<file path="config.mk">
export PLATFORM = sky130hd
export DESIGN_NAME = tmps_ctrl
export DESIGN_NICKNAME = d
export VERILOG_FILES = /design/src/tmps_pkg.sv /design/src/tmps_ctrl.sv
export SDC_FILE = /design/constraint.sdc
export NUM_CORES = 1
export LEC_CHECK = 0
export BUFFER_PORTS_ARGS = -buffer_cell sky130_fd_sc_hd__buf_4
export CORE_UTILIZATION = 45
export DETAILED_ROUTE_END_ITERATION = 8
export GPL_TIMING_DRIVEN = 0
export PLACE_DENSITY = 0.75
export SYNTH_ARGS = -nofsm -noshare
export SYNTH_HDL_FRONTEND = slang
export SYNTH_SLANG_ARGS = --single-unit
</file>
<file path="constraint.sdc">
create_clock -name clk -period 3.1 [get_ports clk]
set_clock_uncertainty 0.05 [all_clocks]
set_input_delay 0.31 -clock clk [delete_from_list [all_inputs] [get_ports clk]]
set_output_delay 0.31 -clock clk [all_outputs]
set_load 0.01 [all_outputs]
</file>
<file path="src/tmps_pkg.sv">
// Shared types and constants for the triangle maximum path sum block.
package tmps_pkg;

  localparam int CNT_W = 10;
  localparam int VAL_W = 15;
  localparam int SUM_W = 24;
  localparam int WIDE_W = SUM_W + 1;

  localparam logic signed [SUM_W-1:0] SUM_MAX = {1'b0, {(SUM_W-1){1'b1}}};
  localparam logic signed [SUM_W-1:0] SUM_MIN = {1'b1, {(SUM_W-1){1'b0}}};

  // how the new sum is formed from its parents
  typedef enum logic [1:0] {
    OP_FIRST = 2'd0,
    OP_LEFT  = 2'd1,
    OP_RIGHT = 2'd2,
    OP_MID   = 2'd3
  } op_t;

  typedef struct packed {
    op_t              op;
    logic             last_row;
    logic             emit;
    logic [CNT_W-1:0] col_m1;
  } step_t;

endpackage

</file>
<file path="src/tmps_ctrl.sv">
// Row and column sequencing, row count register and per-beat step decode.
module tmps_ctrl
  import tmps_pkg::*;
#(
  parameter int MAX_ROWS = 512
) (
  input  logic             clk,
  input  logic             rst_n,
  input  logic             cfg_wr_en,
  input  logic [CNT_W-1:0] cfg_row_count,
  input  logic             in_fire,
  output step_t            step
);

  localparam logic [CNT_W-1:0] MaxRowsC = CNT_W'(MAX_ROWS);
  localparam logic [CNT_W-1:0] OneC     = CNT_W'(1);

  logic [CNT_W-1:0] rows_cfg_r;
  logic [CNT_W-1:0] row_r, row_nxt;
  logic [CNT_W-1:0] col_r, col_nxt;
  logic [CNT_W-1:0] rows_eff;
  logic             row_end;

  always_comb begin
    if (rows_cfg_r == '0) begin
      rows_eff = OneC;
    end else if (rows_cfg_r > MaxRowsC) begin
      rows_eff = MaxRowsC;
    end else begin
      rows_eff = rows_cfg_r;
    end
  end

  assign row_end = (col_r >= row_r);

  always_comb begin
    step.last_row = (row_r >= rows_eff);
    step.emit     = row_end && step.last_row;
    step.col_m1   = col_r - OneC;
    if (row_r == OneC) begin
      step.op = OP_FIRST;
    end else if (col_r == OneC) begin
      step.op = OP_LEFT;
    end else if (col_r == row_r) begin
      step.op = OP_RIGHT;
    end else begin
      step.op = OP_MID;
    end
  end

  always_comb begin
    row_nxt = row_r;
    col_nxt = col_r;
    if (in_fire) begin
      if (row_end) begin
        col_nxt = OneC;
        row_nxt = step.last_row ? OneC : row_r + OneC;
      end else begin
        col_nxt = col_r + OneC;
      end
    end
  end

  always_ff @(posedge clk) begin
    if (!rst_n) begin
      rows_cfg_r <= OneC;
      row_r      <= OneC;
      col_r      <= OneC;
    end else begin
      if (cfg_wr_en) begin
        rows_cfg_r <= cfg_row_count;
      end
      row_r <= row_nxt;
      col_r <= col_nxt;
    end
  end

  a_row_in_range: assert property (@(posedge clk) disable iff (!rst_n)
    row_r >= OneC && row_r <= MaxRowsC)
    else $error("row index out of range");

  a_col_in_row: assert property (@(posedge clk) disable iff (!rst_n)
    col_r >= OneC && col_r <= row_r)
    else $error("column beyond current row");

  a_restart: assert property (@(posedge clk) disable iff (!rst_n)
    in_fire && step.emit |=> row_r == OneC && col_r == OneC)
    else $error("counters not restarted after final beat");

endmodule

</file>
==> impl_metrics.toml <==
[status]
run_status = "finished clean"

[placed_design]
gp_congestion = 0.875
port-buffer-count = 24
dp_hpwl_mm = 3.50

[finish]
final_cell_mix = "30 x dfxtp_1, 27 x nand2_1, 26 x buf_4"
drive_gt1_share_pct = 18.0
fin_nets = 322
diodes = 0
layout_commonest_cell = "dfxtp_1"
area_delta_synth_final_pct = 16.5

[cts]
cts_buffer_depth = 2
clk_pin_slew_ps = 70
insertion_delay_ps = 280
root_buffer = "clkbuf_8"
cts_sinks = 30
cts_made_buffers = 5
tritoncts = "done"
cts_max_level = 2

[routing]
drt-initial-drc-count = 100
top_layer_used = "met4"
routedWlPerCell_um = 13.6
wl_met3_um = 269
routed_wirelength_mm = 4.59
wl_met1_mm = 2.12
ant_nets = 0
route.detailed.drc = 0
firstDrtPassIters = 5
vias = 1858
wl_met2_mm = 2.13
via_per_inst = 5.53

[floorplanning]
start_util_pct = 47.3
core_area_um2 = 4410
pin_count = 28
rows = 24
die_area_um2 = 4920
die_width_um = 70.1
die_y_um = 70.1

[pwr]
power.switching_mw = 0.512
power.leakage_nw = 1.05
comb_power_share_pct = 43.4
swShare_pct = 37.1
vdd_drop_max_v = 0.000252
p_per_area_nw_per_um2 = 568
power.internal_mw = 0.870
clkPwrFrac_pct = 23.7
power.share.sequential_pct = 32.9

[global_route]
grt_first_pass_wirelength_mm = 7.75
overflow = 0
grt_max_degree = 11
track_usage_pct = 19.7
antenna_found_initial = 0
grt_pass1_vias = 1702

[logic_synthesis]
synth_edf_count = 0
synth.distinct_cells = 43
synth_cells = 251
ys_ff_latch = 30
syn-cell-area_um2 = 2090
syn_area_per_cell_um2 = 8.32
yosysSeqAreaShare_pct = 28.8
synthFlopType = "dfxtp_1"
yosysWarnings = 0
synth-async-reset-ratio_pct = 0
syn_nets = 290

[timing]
finalHoldViolCount = 0
whs_ps = 193
slew_violations = 0
setup_viol = 0
slew_headroom_pct = 54.8
fmax_mhz = 342
period_share_pct = 94.5
tightest_slew_ps = 678
rsz0062_at_grt = "false"
tns_ps = 0
period_minus_slack_ps = 2930

[setup_path]
worst-path-max-fanout = 10
cp-start-kind = "register"
cp-end-kind = "output pin"
cp.required_ps = 2740
worstPathArrival_ps = 2570
crit_type = "reg2out"

[flow_run]
maxCapViolCount = 0

[worst_hold_path]
hp-class = "in2reg"
## repair_timing
action                     CTS  global route
setup endpoints to repair    0             2
resized for setup            0             0
hold buffers                 0             0
buffers inserted             0             1
## Yosys cell counts (3+ instances only)
master | number | area share (%)
a21oi_1 | 16 | 3.8
clkbuf_1 | 5 | 0.90
dfxtp_1 | 30 | 29
ha_1 | 25 | 15
inv_1 | 13 | 2.3
inv_2 | 4 | 0.72
mux2i_1 | 11 | 5.3
nand2_1 | 27 | 4.9
nand3_1 | 18 | 4.3
nand3b_1 | 3 | 1.1
nand4_1 | 6 | 1.8
nor2_1 | 19 | 3.4
nor2b_1 | 10 | 3.0
nor3_1 | 5 | 1.2
nor4_1 | 5 | 1.5
o22ai_1 | 7 | 2.1
xnor2_1 | 7 | 2.9
xor2_1 | 9 | 3.8
## registers in the layout, summed over array words and instances, names as in the netlist
register,count
rows_cfg_r,10
col_r,10
row_r,10
## final timing paths
kind,startpoint,end,slack [ps],cells after the start
setup / recovery,rows_cfg_r[5]$_SDFFE_PN0P_,step[10],170,11
hold / removal,cfg_row_count[0],rows_cfg_r[0]$_SDFFE_PN1P_,190,3
setup reg to reg,rows_cfg_r[5]$_SDFFE_PN0P_,row_r[3]$_SDFFE_PN0P_,570,11
hold reg to reg,rows_cfg_r[0]$_SDFFE_PN1P_,rows_cfg_r[0]$_SDFFE_PN1P_,430,2
## final cells by class
type                            count  area [um2]
Clock buffer                        7        86.3
Timing Repair Buffer               25         188
Inverter                           18        67.6
Fill cell                         423        1980
Clock inverter                      1        5.00
Tap cell                           52        65.1
Buffer                             10        51.3
Multi-Input combinational cell    193        1370
Sequential cell                    30         601
## cell families after synthesis
kind of cell,Yosys count,share of synthesized area [%]
compound gates,37,13.1
fa+ha+maj,25,15.0
simple gates,104,25.5
xor+xnor,16,6.71
flops,30,28.8
buf+inv,28,5.69
mux,11,5.27
## critical path, stage by stage, from the launching register on
cell,delay [ps]
dfxtp_1,330
nor4_1,330
a21oi_1,110
nor2_1,140
ha_1,250
nand2b_1,140
a21oi_1,160
o21bai_1,90
a211oi_2,290
buf_4,240
nor2_1,60
buf_4,150
## routing by layer
metal	GRT usage, %	vias up
met5	0	-
met4	8.89	0
met3	3.61	6
met2	30.6	56
met1	26.6	848
li1	-	948
## power groups by stage
stage,Combinational (mW),Clock (mW),Sequential [mW]
2_1_floorplan,0.407,0,0.450
3_3_place_gp,0.584,0,0.463
3_5_place_dp,0.590,0,0.463
4_1_cts,0.595,0.335,0.454
5_1_grt,0.662,0.352,0.460
6_report,0.599,0.328,0.454
## metrics by stage
step / utilization, % / total power [mW] / worst slack (ps) / std cells / cell area, um2
final: 55.1 / 1.38 / 172 / 336 / 2430
after global routing: 55.1 / 1.47 / 56.4 / 336 / 2430
after CTS: 54.9 / 1.38 / 82.6 / 335 / 2420
after detailed placement: 52.9 / 1.05 / 397 / 327 / 2330
after global placement: 52.9 / 1.05 / 396 / 327 / 2330
after floorplan: - / 0.857 / 858 / 251 / 2090
Power figures use the tool's default switching activity.
